[src/design/h264_rtp_fua_packetizer_assert.svh]
// ----------------------------------------------------------------------------
// H.264 RTP FU-A packetizer assertion macros
// Shared property forms used by the packetizer's checks.
// ----------------------------------------------------------------------------
`ifndef H264_RTP_FUA_PACKETIZER_ASSERT_SVH
`define H264_RTP_FUA_PACKETIZER_ASSERT_SVH

// ante implies cons in the same cycle
`define HFP_ASSERT_IMPL(label, clk, rst_n, ante, cons) \
  label: assert property (@(posedge clk) disable iff (!rst_n) (ante) |-> (cons)) \
    else $error("hfp implication check failed");

// cond never holds
`define HFP_ASSERT_NEVER(label, clk, rst_n, cond) \
  label: assert property (@(posedge clk) disable iff (!rst_n) !(cond)) \
    else $error("hfp forbidden condition seen");

`endif

[src/design/hfp_pkg.sv]
// ----------------------------------------------------------------------------
// hfp_pkg
// Types and constants shared by the H.264 RTP FU-A packetizer.
// ----------------------------------------------------------------------------
package hfp_pkg;

  localparam int PACKET_BUFFER_BYTES = 1460;
  localparam int LIM_W               = 11;
  localparam logic [LIM_W-1:0] FRAG_MAX = LIM_W'(PACKET_BUFFER_BYTES - 18);

  localparam int FIFO_DEPTH = 2;
  localparam int FIFO_PTR_W = (FIFO_DEPTH > 1) ? $clog2(FIFO_DEPTH) : 1;
  localparam int FIFO_CNT_W = $clog2(FIFO_DEPTH + 1);

  // output byte positions within one command
  localparam int IDX_W = 5;
  localparam logic [IDX_W-1:0] IDX_HDR_LAST = IDX_W'(15);
  localparam logic [IDX_W-1:0] IDX_FU_IND   = IDX_W'(16);
  localparam logic [IDX_W-1:0] IDX_FU_HDR   = IDX_W'(17);
  localparam logic [IDX_W-1:0] IDX_PAYLOAD  = IDX_W'(18);

  localparam logic [7:0] BYTE_DOLLAR  = 8'h24;
  localparam logic [7:0] RTP_V2       = 8'h80;
  localparam logic [7:0] NRI_MASK     = 8'h60;
  localparam logic [7:0] TYPE_MASK    = 8'h1f;
  localparam logic [7:0] FU_A_TYPE    = 8'd28;
  localparam logic [7:0] FU_START_BIT = 8'h80;
  localparam logic [7:0] FU_END_BIT   = 8'h40;
  localparam logic [15:0] LEN_SINGLE  = 16'd12;
  localparam logic [15:0] LEN_FRAG    = 16'd14;

  // configuration register indexes
  typedef enum logic [2:0] {
    REG_PAYLOAD_TYPE     = 3'd0,
    REG_SOURCE_ID        = 3'd1,
    REG_CHANNEL_NUMBER   = 3'd2,
    REG_FRAGMENT_SIZE    = 3'd3,
    REG_CLOCK_MULTIPLIER = 3'd4
  } reg_idx_t;

  typedef struct packed {
    logic [6:0]       payload_type;
    logic [31:0]      source_id;
    logic [7:0]       channel_number;
    logic [LIM_W-1:0] fragment_size;
    logic [9:0]       clock_multiplier;
  } cfg_t;

  localparam cfg_t CFG_RESET = '{
    payload_type:     7'd96,
    source_id:        32'd10,
    channel_number:   8'd0,
    fragment_size:    11'd1350,
    clock_multiplier: 10'd90
  };

  typedef enum logic [1:0] {
    KIND_PAYLOAD = 2'd0,
    KIND_SINGLE  = 2'd1,
    KIND_FRAG    = 2'd2
  } kind_t;

  // one queued work unit: a payload byte, maybe preceded by a header burst
  typedef struct packed {
    kind_t       kind;
    logic [15:0] rtp_len;
    logic        marker;
    logic [15:0] seq;
    logic [31:0] ts;
    logic [7:0]  fu_ind;
    logic [7:0]  fu_hdr;
    logic [7:0]  pay;
    logic        pkt_end;
  } cmd_t;

  typedef struct packed {
    logic full;
    logic empty;
  } fifo_st_t;

endpackage

[src/design/hfp_if.sv]
// ----------------------------------------------------------------------------
// hfp interfaces
// Valid/ready channels for NAL input, stream output and register writes.
// ----------------------------------------------------------------------------
interface hfp_in_if;
  logic        valid;
  logic        ready;
  logic [7:0]  nal_byte;
  logic [23:0] nal_size;
  logic [31:0] presentation_time;
  modport source (output valid, nal_byte, nal_size, presentation_time, input ready);
  modport sink   (input valid, nal_byte, nal_size, presentation_time, output ready);
endinterface

interface hfp_out_if;
  logic       valid;
  logic       ready;
  logic [7:0] out_byte;
  logic       packet_end;
  logic       run_last;
  modport source (output valid, out_byte, packet_end, run_last, input ready);
  modport sink   (input valid, out_byte, packet_end, run_last, output ready);
endinterface

interface hfp_cfg_if;
  logic        valid;
  logic        ready;
  logic [2:0]  index;
  logic [31:0] data;
  modport source (output valid, index, data, input ready);
  modport sink   (input valid, index, data, output ready);
endinterface

[src/design/h264_rtp_fua_packetizer.sv]
// ----------------------------------------------------------------------------
// h264_rtp_fua_packetizer
// H.264 NAL bytes in, interleaved RTP (single or FU-A) byte stream out.
// ----------------------------------------------------------------------------
//
//   channel  dir  beat payload
//   in_s     in   nal_byte, nal_size, presentation_time (sizes/time on 1st byte)
//   out_m    out  out_byte, packet_end, run_last
//   cfg_s    in   index (3b), data (32b); always ready
//
// Output: the sequencer sends one byte per cycle while out_m.ready allows; a
// NAL byte yields 1 byte, 17 when it opens a single packet and 19 when it
// opens a fragment. In fragmented mode a NAL's header byte yields no output.
// Input keeps flowing while the 2-entry command queue has room.
// Reset: synchronous, active low; control and config registers return to defaults.
// Stalls: out_m.ready low holds the output register; the queue then fills
// and in_s.ready drops.
// ----------------------------------------------------------------------------
module h264_rtp_fua_packetizer (
  input  logic       clk,
  input  logic       rst_n,
  hfp_in_if.sink     in_s,
  hfp_out_if.source  out_m,
  hfp_cfg_if.sink    cfg_s
);
  import hfp_pkg::*;

  `include "h264_rtp_fua_packetizer_assert.svh"

  cfg_t     cfg_r;
  logic     push;
  logic     pop;
  cmd_t     push_cmd;
  cmd_t     head_cmd;
  fifo_st_t fifo_st;

  // register file; always ready. Header fields read these live, so writes
  // belong between NALs with the pipe drained.
  assign cfg_s.ready = 1'b1;

  always_ff @(posedge clk) begin
    if (!rst_n) begin
      cfg_r <= CFG_RESET;
    end else if (cfg_s.valid) begin
      case (cfg_s.index)
        REG_PAYLOAD_TYPE:     cfg_r.payload_type     <= cfg_s.data[6:0];
        REG_SOURCE_ID:        cfg_r.source_id        <= cfg_s.data;
        REG_CHANNEL_NUMBER:   cfg_r.channel_number   <= cfg_s.data[7:0];
        REG_FRAGMENT_SIZE:    cfg_r.fragment_size    <= cfg_s.data[LIM_W-1:0];
        REG_CLOCK_MULTIPLIER: cfg_r.clock_multiplier <= cfg_s.data[9:0];
        default: ;
      endcase
    end
  end

  // front: classify each NAL byte, compute timestamp, sequence number, FU bytes
  hfp_front u_front (
    .clk      (clk),
    .rst_n    (rst_n),
    .cfg      (cfg_r),
    .in_s     (in_s),
    .fifo_st  (fifo_st),
    .push     (push),
    .push_cmd (push_cmd)
  );

  // decouples input acceptance from header bursts on the output
  hfp_cmd_fifo u_fifo (
    .clk      (clk),
    .rst_n    (rst_n),
    .push     (push),
    .push_cmd (push_cmd),
    .pop      (pop),
    .head_cmd (head_cmd),
    .st       (fifo_st)
  );

  // back: one output byte per cycle unless out_m stalls; registered output
  hfp_back u_back (
    .clk      (clk),
    .rst_n    (rst_n),
    .cfg      (cfg_r),
    .head_cmd (head_cmd),
    .fifo_st  (fifo_st),
    .pop      (pop),
    .out_m    (out_m)
  );

  // a packet always closes on the last byte of its input beat
  `HFP_ASSERT_IMPL(a_end_is_last, clk, rst_n, out_m.valid && out_m.packet_end, out_m.run_last)
  // the front never writes into a full queue
  `HFP_ASSERT_IMPL(a_push_room, clk, rst_n, push, !fifo_st.full)
  // the sequencer never pulls from an empty queue
  `HFP_ASSERT_NEVER(a_no_pop_empty, clk, rst_n, pop && fifo_st.empty)

endmodule

[src/design/hfp_cmd_fifo.sv]
// ----------------------------------------------------------------------------
// hfp_cmd_fifo
// Short command queue between the classifier and the byte sequencer.
// ----------------------------------------------------------------------------
module hfp_cmd_fifo (
  input  logic             clk,
  input  logic             rst_n,
  input  logic             push,
  input  hfp_pkg::cmd_t    push_cmd,
  input  logic             pop,
  output hfp_pkg::cmd_t    head_cmd,
  output hfp_pkg::fifo_st_t st
);
  import hfp_pkg::*;

  cmd_t                  mem_r [FIFO_DEPTH];
  logic [FIFO_PTR_W-1:0] wr_ptr_r, wr_ptr_nxt;
  logic [FIFO_PTR_W-1:0] rd_ptr_r, rd_ptr_nxt;
  logic [FIFO_CNT_W-1:0] cnt_r, cnt_nxt;

  function automatic logic [FIFO_PTR_W-1:0] ptr_inc(input logic [FIFO_PTR_W-1:0] p);
    return (p == FIFO_PTR_W'(FIFO_DEPTH - 1)) ? '0 : p + 1'b1;
  endfunction

  assign head_cmd = mem_r[rd_ptr_r];
  assign st.full  = (cnt_r == FIFO_CNT_W'(FIFO_DEPTH));
  assign st.empty = (cnt_r == '0);

  always_comb begin
    wr_ptr_nxt = push ? ptr_inc(wr_ptr_r) : wr_ptr_r;
    rd_ptr_nxt = pop ? ptr_inc(rd_ptr_r) : rd_ptr_r;
    cnt_nxt    = cnt_r;
    if (push && !pop) begin
      cnt_nxt = cnt_r + 1'b1;
    end else if (pop && !push) begin
      cnt_nxt = cnt_r - 1'b1;
    end
  end

  always_ff @(posedge clk) begin
    if (!rst_n) begin
      wr_ptr_r <= '0;
      rd_ptr_r <= '0;
      cnt_r    <= '0;
    end else begin
      wr_ptr_r <= wr_ptr_nxt;
      rd_ptr_r <= rd_ptr_nxt;
      cnt_r    <= cnt_nxt;
    end
  end

  always_ff @(posedge clk) begin
    if (push) begin
      mem_r[wr_ptr_r] <= push_cmd;
    end
  end

endmodule

[src/design/hfp_front.sv]
// ----------------------------------------------------------------------------
// hfp_front
// Accepts NAL bytes, tracks NAL/fragment position, builds queue commands.
// ----------------------------------------------------------------------------
module hfp_front (
  input  logic              clk,
  input  logic              rst_n,
  input  hfp_pkg::cfg_t     cfg,
  hfp_in_if.sink            in_s,
  input  hfp_pkg::fifo_st_t fifo_st,
  output logic              push,
  output hfp_pkg::cmd_t     push_cmd
);
  import hfp_pkg::*;

  logic [15:0]      seq_r, seq_nxt;
  logic [23:0]      nal_left_r, nal_left_nxt;
  logic [LIM_W-1:0] pkt_left_r, pkt_left_nxt;
  logic             frag_r, frag_nxt;
  logic             first_r, first_nxt;
  logic [7:0]       saved_hdr_r, saved_hdr_nxt;
  logic [31:0]      ts_r, ts_nxt;

  logic             accept;
  logic [LIM_W-1:0] lim;
  logic [23:0]      size_fix;
  logic [41:0]      product;
  logic [LIM_W-1:0] chunk;
  logic             last;

  assign in_s.ready = !fifo_st.full;
  assign accept     = in_s.valid && in_s.ready;

  always_comb begin
    if (cfg.fragment_size == '0) begin
      lim = LIM_W'(1);
    end else if (cfg.fragment_size > FRAG_MAX) begin
      lim = FRAG_MAX;
    end else begin
      lim = cfg.fragment_size;
    end
  end

  assign size_fix = (in_s.nal_size == '0) ? 24'd1 : in_s.nal_size;
  assign product  = 42'(in_s.presentation_time) * 42'(cfg.clock_multiplier);
  assign chunk    = (nal_left_r < 24'(lim)) ? nal_left_r[LIM_W-1:0] : lim;
  assign last     = (24'(chunk) == nal_left_r);

  always_comb begin
    seq_nxt       = seq_r;
    nal_left_nxt  = nal_left_r;
    pkt_left_nxt  = pkt_left_r;
    frag_nxt      = frag_r;
    first_nxt     = first_r;
    saved_hdr_nxt = saved_hdr_r;
    ts_nxt        = ts_r;
    push          = 1'b0;

    push_cmd.kind    = KIND_PAYLOAD;
    push_cmd.rtp_len = '0;
    push_cmd.marker  = 1'b0;
    push_cmd.seq     = seq_r;
    push_cmd.ts      = ts_r;
    push_cmd.fu_ind  = (saved_hdr_r & NRI_MASK) | FU_A_TYPE;
    push_cmd.fu_hdr  = (saved_hdr_r & TYPE_MASK) | (first_r ? FU_START_BIT : 8'h00)
                       | (last ? FU_END_BIT : 8'h00);
    push_cmd.pay     = in_s.nal_byte;
    push_cmd.pkt_end = (pkt_left_r == LIM_W'(1));

    if (accept) begin
      if (nal_left_r == '0) begin
        ts_nxt = product[31:0];
        if (size_fix < 24'(lim)) begin
          // whole NAL in one packet
          frag_nxt         = 1'b0;
          first_nxt        = 1'b0;
          nal_left_nxt     = size_fix - 24'd1;
          pkt_left_nxt     = size_fix[LIM_W-1:0] - LIM_W'(1);
          push             = 1'b1;
          push_cmd.kind    = KIND_SINGLE;
          push_cmd.rtp_len = 16'(size_fix[LIM_W-1:0]) + LEN_SINGLE;
          push_cmd.marker  = 1'b1;
          push_cmd.ts      = product[31:0];
          push_cmd.pkt_end = (size_fix == 24'd1);
          seq_nxt          = seq_r + 16'd1;
        end else begin
          // header byte folds into FU bytes; nothing goes out now
          frag_nxt      = 1'b1;
          first_nxt     = 1'b1;
          saved_hdr_nxt = in_s.nal_byte;
          nal_left_nxt  = size_fix - 24'd1;
          pkt_left_nxt  = '0;
        end
      end else if (frag_r && pkt_left_r == '0) begin
        push             = 1'b1;
        push_cmd.kind    = KIND_FRAG;
        push_cmd.rtp_len = 16'(chunk) + LEN_FRAG;
        push_cmd.marker  = last;
        push_cmd.pkt_end = (chunk == LIM_W'(1));
        first_nxt        = 1'b0;
        pkt_left_nxt     = chunk - LIM_W'(1);
        nal_left_nxt     = nal_left_r - 24'd1;
        seq_nxt          = seq_r + 16'd1;
      end else begin
        push         = 1'b1;
        pkt_left_nxt = pkt_left_r - LIM_W'(1);
        nal_left_nxt = nal_left_r - 24'd1;
      end
    end
  end

  always_ff @(posedge clk) begin
    if (!rst_n) begin
      seq_r       <= '0;
      nal_left_r  <= '0;
      pkt_left_r  <= '0;
      frag_r      <= 1'b0;
      first_r     <= 1'b0;
      saved_hdr_r <= '0;
      ts_r        <= '0;
    end else begin
      seq_r       <= seq_nxt;
      nal_left_r  <= nal_left_nxt;
      pkt_left_r  <= pkt_left_nxt;
      frag_r      <= frag_nxt;
      first_r     <= first_nxt;
      saved_hdr_r <= saved_hdr_nxt;
      ts_r        <= ts_nxt;
    end
  end

endmodule

[src/design/hfp_back.sv]
// ----------------------------------------------------------------------------
// hfp_back
// Byte sequencer: expands queued commands into the framed output stream.
// ----------------------------------------------------------------------------
module hfp_back (
  input  logic              clk,
  input  logic              rst_n,
  input  hfp_pkg::cfg_t     cfg,
  input  hfp_pkg::cmd_t     head_cmd,
  input  hfp_pkg::fifo_st_t fifo_st,
  output logic              pop,
  hfp_out_if.source         out_m
);
  import hfp_pkg::*;

  logic             active_r, active_nxt;
  logic [IDX_W-1:0] idx_r, idx_nxt;
  cmd_t             cmd_r, cmd_nxt;
  logic             ovalid_r, ovalid_nxt;
  logic [7:0]       obyte_r, obyte_nxt;
  logic             oend_r, oend_nxt;
  logic             olast_r, olast_nxt;

  logic             step;
  logic             at_pay;
  logic [127:0]     hdr;
  logic [7:0]       cur_byte;

  assign step   = active_r && (!ovalid_r || out_m.ready);
  assign at_pay = (idx_r == IDX_PAYLOAD);
  assign pop    = !fifo_st.empty && (!active_r || (step && at_pay));

  assign hdr = {BYTE_DOLLAR, cfg.channel_number, cmd_r.rtp_len, RTP_V2,
                cmd_r.marker, cfg.payload_type, cmd_r.seq, cmd_r.ts, cfg.source_id};

  always_comb begin
    if (idx_r <= IDX_HDR_LAST) begin
      cur_byte = hdr[8'd127 - {idx_r[3:0], 3'b000} -: 8];
    end else if (idx_r == IDX_FU_IND) begin
      cur_byte = cmd_r.fu_ind;
    end else if (idx_r == IDX_FU_HDR) begin
      cur_byte = cmd_r.fu_hdr;
    end else begin
      cur_byte = cmd_r.pay;
    end
  end

  always_comb begin
    active_nxt = active_r;
    idx_nxt    = idx_r;
    cmd_nxt    = cmd_r;
    ovalid_nxt = ovalid_r;
    obyte_nxt  = obyte_r;
    oend_nxt   = oend_r;
    olast_nxt  = olast_r;

    if (step) begin
      ovalid_nxt = 1'b1;
      obyte_nxt  = cur_byte;
      oend_nxt   = at_pay && cmd_r.pkt_end;
      olast_nxt  = at_pay;
    end else if (out_m.ready) begin
      ovalid_nxt = 1'b0;
    end

    if (pop) begin
      active_nxt = 1'b1;
      cmd_nxt    = head_cmd;
      idx_nxt    = (head_cmd.kind == KIND_PAYLOAD) ? IDX_PAYLOAD : '0;
    end else if (step && at_pay) begin
      active_nxt = 1'b0;
    end else if (step) begin
      // single-packet NALs skip the two FU bytes
      idx_nxt = (cmd_r.kind == KIND_SINGLE && idx_r == IDX_HDR_LAST) ? IDX_PAYLOAD
                : idx_r + 1'b1;
    end
  end

  always_ff @(posedge clk) begin
    if (!rst_n) begin
      active_r <= 1'b0;
      ovalid_r <= 1'b0;
      idx_r    <= '0;
    end else begin
      active_r <= active_nxt;
      ovalid_r <= ovalid_nxt;
      idx_r    <= idx_nxt;
    end
  end

  always_ff @(posedge clk) begin
    cmd_r   <= cmd_nxt;
    obyte_r <= obyte_nxt;
    oend_r  <= oend_nxt;
    olast_r <= olast_nxt;
  end

  assign out_m.valid      = ovalid_r;
  assign out_m.out_byte   = obyte_r;
  assign out_m.packet_end = oend_r;
  assign out_m.run_last   = olast_r;

endmodule

[src/flat_wrapper.sv]
// flat-port wrapper written by rule: the top's interface ports become plain ports
module h264_rtp_fua_packetizer_flat import hfp_pkg::*;
  (clk, rst_n, in_s_valid, in_s_nal_byte, in_s_nal_size, in_s_presentation_time, in_s_ready, out_m_valid, out_m_out_byte, out_m_packet_end, out_m_run_last, out_m_ready, cfg_s_valid, cfg_s_index, cfg_s_data, cfg_s_ready);
  hfp_in_if in_s_i ();
  hfp_out_if out_m_i ();
  hfp_cfg_if cfg_s_i ();
  input  logic clk;
  input  logic rst_n;
  input wire logic [$bits(in_s_i.valid)-1:0] in_s_valid;
  input wire logic [$bits(in_s_i.nal_byte)-1:0] in_s_nal_byte;
  input wire logic [$bits(in_s_i.nal_size)-1:0] in_s_nal_size;
  input wire logic [$bits(in_s_i.presentation_time)-1:0] in_s_presentation_time;
  output wire logic [$bits(in_s_i.ready)-1:0] in_s_ready;
  output wire logic [$bits(out_m_i.valid)-1:0] out_m_valid;
  output wire logic [$bits(out_m_i.out_byte)-1:0] out_m_out_byte;
  output wire logic [$bits(out_m_i.packet_end)-1:0] out_m_packet_end;
  output wire logic [$bits(out_m_i.run_last)-1:0] out_m_run_last;
  input wire logic [$bits(out_m_i.ready)-1:0] out_m_ready;
  input wire logic [$bits(cfg_s_i.valid)-1:0] cfg_s_valid;
  input wire logic [$bits(cfg_s_i.index)-1:0] cfg_s_index;
  input wire logic [$bits(cfg_s_i.data)-1:0] cfg_s_data;
  output wire logic [$bits(cfg_s_i.ready)-1:0] cfg_s_ready;
  assign in_s_i.valid = in_s_valid;
  assign in_s_i.nal_byte = in_s_nal_byte;
  assign in_s_i.nal_size = in_s_nal_size;
  assign in_s_i.presentation_time = in_s_presentation_time;
  assign in_s_ready = in_s_i.ready;
  assign out_m_valid = out_m_i.valid;
  assign out_m_out_byte = out_m_i.out_byte;
  assign out_m_packet_end = out_m_i.packet_end;
  assign out_m_run_last = out_m_i.run_last;
  assign out_m_i.ready = out_m_ready;
  assign cfg_s_i.valid = cfg_s_valid;
  assign cfg_s_i.index = cfg_s_index;
  assign cfg_s_i.data = cfg_s_data;
  assign cfg_s_ready = cfg_s_i.ready;
  h264_rtp_fua_packetizer u_core (.clk(clk), .rst_n(rst_n), .in_s(in_s_i), .out_m(out_m_i), .cfg_s(cfg_s_i));
endmodule
[config.mk]
export PLATFORM = sky130hd
export DESIGN_NAME = h264_rtp_fua_packetizer_flat
export DESIGN_NICKNAME = d
export VERILOG_FILES = /design/src/design/hfp_pkg.sv /design/src/design/hfp_if.sv /design/src/design/h264_rtp_fua_packetizer.sv /design/src/design/hfp_cmd_fifo.sv /design/src/design/hfp_front.sv /design/src/design/hfp_back.sv /design/src/flat_wrapper.sv
export VERILOG_INCLUDE_DIRS = /design/src /design/src/design
export SDC_FILE = /design/constraint.sdc
export NUM_CORES = 1
export LEC_CHECK = 0
export BUFFER_PORTS_ARGS = -buffer_cell sky130_fd_sc_hd__buf_2
export CAP_MARGIN = 5
export CORE_ASPECT_RATIO = 1.75
export CORE_MARGIN = 2
export CORE_UTILIZATION = 25
export CTS_CLUSTER_SIZE = 12
export DETAILED_ROUTE_END_ITERATION = 10
export GPL_TIMING_DRIVEN = 1
export PLACE_DENSITY = 0.51
export SLEW_MARGIN = 10
export SYNTH_ARGS = -nofsm -noshare
export SYNTH_HDL_FRONTEND = slang
export SYNTH_SLANG_ARGS = --single-unit
export TNS_END_PERCENT = 1
[constraint.sdc]
create_clock -name clk -period 10.2 [get_ports clk]
set_clock_uncertainty 0.1 [all_clocks]
set_input_delay 1.53 -clock clk [delete_from_list [all_inputs] [get_ports clk]]
set_output_delay 1.53 -clock clk [all_outputs]
set_load 0.01 [all_outputs]
Word-level counts from Yosys, hierarchy flattened:

Memory sizes are Yosys's and may differ from the RTL's. A register that Yosys moved wholly into a read port is not among the register bits.
Cells that the tools add are included.

* register bits: 273
* memory bits (writable): 172
* output and inout bits: 13
* memories kept: 1

* add/subtract/negate cells: 14
* multipliers: 1
* order comparisons: 4
* eq/ne operators: 16
* shift-type cells: 1
* multiplexer cells: 50
* bitwise operators: 3
* reductions and logical operators: 39

Memory list
* u_core.u_fifo.mem_r: depth 2, width 86, rd ports 1, clocked after memory_dff 1, write ports 1, RTL line hfp_cmd_fifo.sv:16 `cmd_t mem_r [FIFO_DEPTH];`

Operators with widths (count)
* variable part select 135 x 9 -> 8 bit: 1
* 2-to-1 mux 32 bit: 3
* 2-to-1 mux 11 bit: 6
* 2-to-1 mux 19 bit: 3
* logical NOT 24 bit: 2
* less-than comparator 24 x 11 -> 1 bit: 2
* 2-to-1 mux 16 bit: 3
* 2-to-1 mux 24 bit: 2
* subtractor 24 x 1 -> 24 bit (second input constant): 2
* subtractor 11 x 1 -> 11 bit (second input constant): 3
* multiplier 32 x 10 -> 32 bit: 1
* 2-to-1 mux 8 bit: 4
* 2-to-1 mux 5 bit: 5
* adder 11 x 4 -> 12 bit (second input constant): 2
* == test 11 x 24 -> 1 bit: 1
* == test 24 x 1 -> 1 bit (second input constant): 1
* == test 11 x 1 -> 1 bit (second input constant): 2
* logical NOT 11 bit: 2
* 2-to-1 mux 1 bit: 20
* 2-to-1 mux 18 bit: 1
* adder 16 x 1 -> 16 bit (second input constant): 1
* AND reduction 2 bit: 8
* == test 5 bit (second input constant): 3
* greater-than comparator 11 bit (second input constant): 1
* other kinds (25): 49

Depth between registers and ports, before layout:

Gate-level depths: netlist of run 1.

* depth in word-level cells: 11
* gate-level depth with buffers: 25
* gate-level depth less buffers: 22

Hierarchy:

Synthesis of run 1 repeated with hierarchy kept, for this count alone.

* cells, all modules: 2849
* area, all modules: 29628.4 um^2

By module, submodules not included
* hfp_front: times used 1, cells an instance 1963, area an instance 15223.4 um^2, seq. area each 1841.8 um^2
* hfp_cmd_fifo: times used 1, cells an instance 308, area an instance 6882.9 um^2, seq. area each 5625.4 um^2
* hfp_back: times used 1, cells an instance 305, area an instance 4840.9 um^2, seq. area each 3203.1 um^2
* h264_rtp_fua_packetizer: times used 1, cells an instance 273, area an instance 2681.3 um^2, seq. area each 1361.3 um^2

Worst setup path after synthesis of run 1:

Ideal clock, no wire load.

* path type: in2reg
* start: input in_s_nal_size[5]
* end: memory u_core.u_fifo.mem_r[0][0] (netlist bit) (enable)
* library setup time: 0.531 ns
* data arrival time: 6.865 ns
* setup slack: 2.705 ns
* cell stages on the path: 9
* path buffers: 2
* cells stage by stage: clkbuf_1 -> or4_1 -> buf_2 -> nor2_1 -> a41o_1 -> o31ai_2 -> nand2_1 -> a21oi_1 -> nor2b_1

* cells in the longest elaborated chain, start to end: 8

Ends and longest elaborated chain
* start: declaration: RTL line flat_wrapper.sv:11 `input wire logic [$bits(in_s_i.nal_size)-1:0] in_s_nal_size;`
* logical NOT 24 bit: RTL line hfp_front.sv:44 `assign size_fix = (in_s.nal_size == '0) ? 24'd1 : in_s.nal_size;`
* 2-to-1 mux 24 bit *: RTL line hfp_front.sv:44
* less-than comparator 24 x 11 -> 1 bit *: RTL line hfp_front.sv:73 `if (size_fix < 24'(lim)) begin`
* 2-to-1 mux 1 bit *: RTL line hfp_front.sv:73
* 2-to-1 mux 1 bit *: RTL line hfp_front.sv:71 `if (nal_left_r == '0) begin`
* 2-to-1 mux 1 bit *: RTL line hfp_front.sv:70 `if (accept) begin`
* net u_core.push: RTL line h264_rtp_fua_packetizer.sv:31 `logic push;`
* 2-to-1 mux 1 bit *: RTL line hfp_cmd_fifo.sv:53 `if (push) begin`
* 2-to-1 mux 1 bit (implied by the code) *: RTL line hfp_cmd_fifo.sv:54 `mem_r[wr_ptr_r] <= push_cmd;`
* end: declaration: RTL line hfp_cmd_fifo.sv:16

The timed path passes the listed nets; every way through them passes the cells marked *.

==> results.yml, run 1 <==
route:
  wire_per_inst_um: 18.9
  wl_um: 81500
  avgViaCountPerCell: 4.64
  drt_iter0_markers: 988
  vias: 19994
  drc: 0
  dr.pass1.iters: 5
  ant_nets: 0
logic_synthesis:
  synth.most_common_cell: "nand2_1"
  synth-simple-area-share_pct: 16.5
  yosys-mux-area-fraction_pct: 6.34
  syn_inst: 2798
  synth_top_family_by_area: "adder cells"
  synth_adder_area_share_pct: 18.0
  avgSynthCellArea_um2: 9.88
  yosysWarnings: 0
  ys_ff_latch: 425
  synth_edf_count: 253
  synth-compound-area-share_pct: 10.0
  async_reset_ff_share_pct: 0
  syn_area_mm2: 0.0277
  netlist.area_leader.share_pct: 27.5
  synth.distinct_cells: 86
  synthesis.nets: 3182
  ys_top_cells_by_area: "edfxtp_1 27%, fa_1 14%, dfxtp_1 12%"
  ys_seq_area_share_pct: 39.9
  yosys.area.top_type: "edfxtp_1"
  synth_xor_xnor_area_share_pct: 3.36
  ys.flop_type: "edfxtp_1"
  synthTopCellsByCount: "470 x nand2_1, 253 x edfxtp_1, 239 x inv_1"
placed_design:
  io_buffers: 115
  dp_hpwl_um: 60600
  gp_congestion: 0.885
clock_tree:
  cts_root_buf: "clkbuf_16"
  ctsHoldBuffers: 0
  clock-sinks: 425
  post_cts_resized: 0
  clk_latency_ps: 560
  cts_tree: "yes"
  cts-buffers-inserted: 43
  cts_max_level: 2
  clk_pin_slew_worst_paths_ps: 60
  post_cts_buffers: 0
  ctsLongestPathBuffers: 3
timing:
  slew_viol_final: 0
  setup_violations: 0
  max_freq_mhz: 139
  relSlewSlack_pct: 27.8
  setup_tns_ps: 0
  rsz0062_at_grt: "false"
  min_period_ps: 7200
  finalHoldViolations: 0
  fin_crit_sh_pct: 70.6
  worstMarginPinSlew_ps: 1080
global_routing:
  gr-usage-met3_pct: 1.25
  grt_use_met1_pct: 15.5
  antenna_found_initial: 5
  grt_max_degree: 64
  grt.busiest_layer: "met2"
  track_usage_pct: 14.2
  grt_overflow: 0
  grt_first_pass_wirelength_um: 125000
  grt_pass1_vias: 20835
  met2_usage_pct: 28.0
floorplan:
  start_util_pct: 25.2
  die_h_um: 444
  coreArea_mm2: 0.110
  die_area_mm2: 0.113
  die_w_um: 255
  rows: 161
  io-pin-count: 117
critical_path:
  cp_slowest_cell: "o41ai_1"
  rrSetupSlack_ps: 3470
  path_cells: "buf_2 > and2_1 > fa_1 > fa_1 > fa_1 > fa_1 > inv_1 > fa_1 > inv_1 > ha_1 > a211oi_1 > nor2_1 > o41ai_1 > or3b_2 > a2111oi_0 > nor3_1 > xnor2_1 > o21ai_0"
  crit_type: "primary input to flop"
  cpMostUsedCell: "fa_1"
  crit_family: "adder cells"
  start_kind: "primary input"
  critPathRequiredTime_ps: 10380
  path_buf_inv: 3
  r2r-start: "u_core.cfg_r[3]"
  cp_data_arrival_time_ps: 7380
  rr_worst_depth: 19
  cp_max_fo: 10
  r2r-end: "u_core.u_fifo.mem_r[0][42]"
  worstSetupEndpointType: "flop"
  crit_path_max_incr_delay_ps: 660
min_path:
  hp-class: "flop to flop"
  whs_path_depth: 2
  hold_path_end: "u_core.cfg_r[38]"
  min-delay-start: "u_core.cfg_r[38]"
flow_run:
  cap_viol_max_count: 0
layout:
  utilization_pct: 28.2
  drive_gt1_share_pct: 11.9
  final_nets: 3194
  fillers: 11541
  area_growth_pct: 11.9
  antenna_cells_inserted: 0
power_and_ir_drop:
  ir_worst_vdd_v: 0.000202
  leakage_nw: 12.0
  power.density_mw_per_mm2: 274
outcome:
  status: "completed"
metrics by stage:
step / worst slack [ps] / power (W) / instance area (µm²) / std cells / hold slack (ps)
finish: 3000 / 0.00849 / 30900 / 4311 / 350
global route: 2590 / 0.00912 / 30900 / 4311 / 366
CTS: 3010 / 0.00857 / 30900 / 4311 / 353
detailed placement: 2450 / 0.00702 / 29600 / 4232 / 343
global placement: 2460 / 0.00697 / 29600 / 4232 / 338
floorplan: 2700 / 0.00579 / 27700 / 2798 / 319
power breakdown:
part / leakage (nW) / internal, W / switching (W)
sequential: 3.82 / 0.00247 / 0.000273
combinational: 7.54 / 0.00159 / 0.00262
clock: 0.640 / 0.000861 / 0.000666
total: 12.0 / 0.00492 / 0.00356
final cells by class:
type | count | area [µm²] | area share [%]
Timing Repair Buffer | 145 | 801 | 2.59
Clock buffer | 72 | 1250 | 4.03
Sequential cell | 425 | 11000 | 35.7
Multi-Input combinational cell | 1954 | 15000 | 48.6
Tap cell | 1467 | 1840 | 5.93
Clock inverter | 7 | 73.8 | 0.239
Inverter | 241 | 908 | 2.94
cells by family (layout without fill, tap and decap cells):
kind of cell	after synthesis	in the layout
buffers and inverters	419	465
and+or+nand+nor	965	965
AOI/OAI and AO/OA	463	463
muxes	139	139
DFF	425	425
xor gates and xnor gates	106	106
adders and majority gates	280	280
other	1	1
layer usage:
metal  routed length [µm]  part of all wire, %
met2                45000                   55
met4                 3140                  3.9
met3                 2320                  2.8
met1                31100                   38
met5                   27                0.033
cell usage in the layout, fill, tap and decap left out, drive strengths merged, types with 11 or more instances in the layout:
cell,instances
clkbuf,72
nor4,21
o21ai,122
buf,145
xor2,34
nor3,36
dfxtp,172
o21a,12
nor2,129
mux4,20
a31oi,12
xnor2,72
mux2i,30
inv,240
o22ai,17
and3,14
or3,20
nand4,18
nand3,49
fa,198
nor2b,11
mux2,89
ha,82
nand2,470
a21oi,183
o211ai,13
edfxtp,253
a21o,15
a211oi,22
and2,153
worst reg2reg max path, cell delays in order (launching register included):
cell,delay [ps]
dfxtp_1,310
buf_4,370
nand2_1,180
fa_1,550
inv_1,70
fa_1,530
fa_1,440
fa_1,540
inv_1,50
fa_1,530
inv_1,40
ha_1,340
a211oi_1,300
nor2_1,110
o41ai_1,660
or3b_2,510
a2111oi_0,370
nor3_1,130
xnor2_1,190
o21ai_0,120
worst max path at each step:
| stage | endpoint | startpoint | cells after the start |
|---|---|---|---|
| 5_1_grt | u_core.u_fifo.mem_r[1][42] | in_s_presentation_time[5] | 18 |
| 6_report | u_core.u_fifo.mem_r[0][42] | in_s_presentation_time[5] | 18 |
| 3_3_place_gp | u_core.u_fifo.mem_r[0][49] | in_s_presentation_time[0] | 19 |
| 2_1_floorplan | u_core.u_fifo.mem_r[0][0] | in_s_nal_size[5] | 9 |
| 4_1_cts | u_core.u_fifo.mem_r[0][49] | in_s_presentation_time[0] | 19 |
| 3_5_place_dp | u_core.u_fifo.mem_r[1][42] | in_s_presentation_time[5] | 18 |
registers in the layout, indices dropped and copies added, names as in the netlist, 7 cells and up, named ones only:
name,count
u_core.u_front.seq_r,16
u_core.u_back.cmd_r,81
u_core.u_fifo.mem_r,162
u_core.u_front.ts_r,32
u_core.cfg_r,68
u_core.u_front.saved_hdr_r,7
u_core.u_front.nal_left_r,24
u_core.u_front.pkt_left_r,11
u_core.u_back.out_m.out_byte,8
Power figures use the tool's default switching activity.
==> run 2: changes to the inputs <==
==> constraint.sdc (replaced) <==
create_clock -name clk -period 7.25 [get_ports clk]
set_clock_uncertainty 0.1 [all_clocks]
set_input_delay 1.0875 -clock clk [delete_from_list [all_inputs] [get_ports clk]]
set_output_delay 1.0875 -clock clk [all_outputs]
set_load 0.01 [all_outputs]
==> results.yml, run 2 (same netlist as run 1, synthesis figures left out) <==
clock_tree:
  clk_pin_slew_worst_paths_ps: 60
  post_cts_buffers: 0
  clock-sinks: 425
  cts-buffers-inserted: 44
  ctsLongestPathBuffers: 3
  clk_latency_ps: 570
  cts_max_level: 2
  ctsHoldBuffers: 0
  cts_tree: "yes"
  post_cts_resized: 0
  cts_root_buf: "clkbuf_16"
floorplan:
  io-pin-count: 117
  rows: 161
  die_h_um: 444
  die_w_um: 255
  die_area_mm2: 0.113
  coreArea_mm2: 0.110
  start_util_pct: 25.2
timing:
  setup_tns_ps: 0
  worstMarginPinSlew_ps: 995
  fin_hold_ws_ps: 351
  rsz0062_at_grt: "false"
  fin_ws_ps: 697
  finalHoldViolations: 0
  min_period_ps: 6550
  max_freq_mhz: 153
  relSlewSlack_pct: 33.7
  fin_crit_sh_pct: 90.4
  slew_viol_final: 0
  setup_violations: 0
route:
  wire_per_inst_um: 18.9
  vias: 20153
  ant_nets: 0
  dr.pass1.iters: 5
  avgViaCountPerCell: 4.66
  drc: 0
  drt_iter0_markers: 1070
  wl_um: 81800
power_and_ir_drop:
  power.density_mw_per_mm2: 386
  ir_worst_vdd_v: 0.000224
  leakage_nw: 12.1
global_routing:
  antenna_found_initial: 4
  grt_overflow: 0
  track_usage_pct: 14.2
  grt_first_pass_wirelength_um: 125000
  grt_pass1_vias: 20846
  grt_max_degree: 79
placed_design:
  io_buffers: 115
  dp_hpwl_um: 61400
  gp_congestion: 0.888
  pre_cts_slack_ps: 142
critical_path:
  cp_slowest_cell: "dfxtp_1"
  crit_end: "u_core.u_fifo.mem_r[1][42]"
  worstSetupEndpointType: "flop"
  rrSetupSlack_ps: 700
  critPathRequiredTime_ps: 7430
  path_buf_inv: 3
  crit_type: "flop to flop"
  crit_path_max_incr_delay_ps: 810
  cp.depth: 19
  cp_max_fo: 17
  path_cells: "nand2_1 > fa_1 > inv_1 > fa_1 > fa_1 > fa_1 > inv_1 > fa_1 > inv_1 > ha_1 > a21oi_1 > a21oi_1 > o21ai_0 > a21oi_1 > or3b_2 > a2111oi_0 > nor3_1 > xnor2_1 > o21ai_0"
  startpoint: "u_core.cfg_r[1]"
  start_kind: "flop"
  r2r-start: "u_core.cfg_r[1]"
  r2r-end: "u_core.u_fifo.mem_r[1][42]"
  rr_worst_depth: 19
  cpMostUsedCell: "fa_1"
  crit_family: "adder cells"
  cp_data_arrival_time_ps: 6730
outcome:
  status: "completed"
layout:
  utilization_pct: 28.3
  fillers: 11531
  final_common_cell: "nand2_1"
  drive_gt1_share_pct: 12.4
  reg.largest.list: "u_core.u_fifo.mem_r (162), u_core.u_back.cmd_r (81), u_core.cfg_r (68)"
  final_nets: 3208
  area_growth_pct: 12.5
  largest_reg_flops: 162
  antenna_cells_inserted: 0
  largest_register: "u_core.u_fifo.mem_r"
  mostFrequentLayoutCells: "470 x nand2_1, 253 x edfxtp_1, 237 x inv_1"
min_path:
  hp-class: "flop to flop"
flow_run:
  cap_viol_max_count: 0
==> run 2: stage by stage <==
stage | cell area (µm²) | total power [W] | instances
floorplan | 27700 | 0.00814 | 2798
global placement | 29700 | 0.00982 | 4245
detailed placement | 29700 | 0.00988 | 4245
CTS | 31100 | 0.0121 | 4325
global route | 31100 | 0.0129 | 4325
finish | 31100 | 0.0120 | 4325
==> run 2: final cells by class <==
cell class,count,area [µm²],area share [%]
multi-input combinational,1954,15000,48.3
sequential,425,11000,35.5
tap,1467,1840,5.90
clock buffer,69,1220,3.94
timing repair buffer,158,923,2.97
inverter,241,908,2.92
clock inverter,11,146,0.470
==> run 2: layer usage <==
layer  track usage, %  vias up  routed length [µm]
li1                 -     9520                   -
met2             27.6      436               44400
met5                0        -                   0
met3             1.18      151                2350
met4             5.61        0                3280
met1             15.8    10046               31700
==> run 2: report_power, final <==
part / switching [W] / internal (W)
combinational: 0.00364 / 0.00227
clock: 0.000956 / 0.00127
sequential: 0.000405 / 0.00347
total: 0.00500 / 0.00701
==> run 2: worst min path at each step <==
stage	startpoint	slack [ps]	cells past startpoint	to
after floorplan	u_core.u_front.first_r	320	0	u_core.u_fifo.mem_r[0][16]
after global placement	u_core.u_front.saved_hdr_r[3]	340	0	u_core.u_fifo.mem_r[0][12]
after detailed placement	u_core.u_front.saved_hdr_r[3]	340	0	u_core.u_fifo.mem_r[1][12]
after CTS	u_core.cfg_r[38]	350	2	u_core.cfg_r[38]
after global routing	u_core.u_front.saved_hdr_r[3]	370	0	u_core.u_fifo.mem_r[0][12]
final	u_core.cfg_r[38]	350	2	u_core.cfg_r[38]
==> run 2: worst register-to-register path: cells and delay by family (launching register included) <==
family / cells / cell delay [ps]
XOR/XNOR: 1 / 180
flip-flops: 1 / 810
buffers and inverters: 3 / 140
adder cells (fa/ha/maj): 6 / 2890
AND/OR/NAND/NOR: 3 / 780
AO/OA/AOI/OAI: 6 / 1350
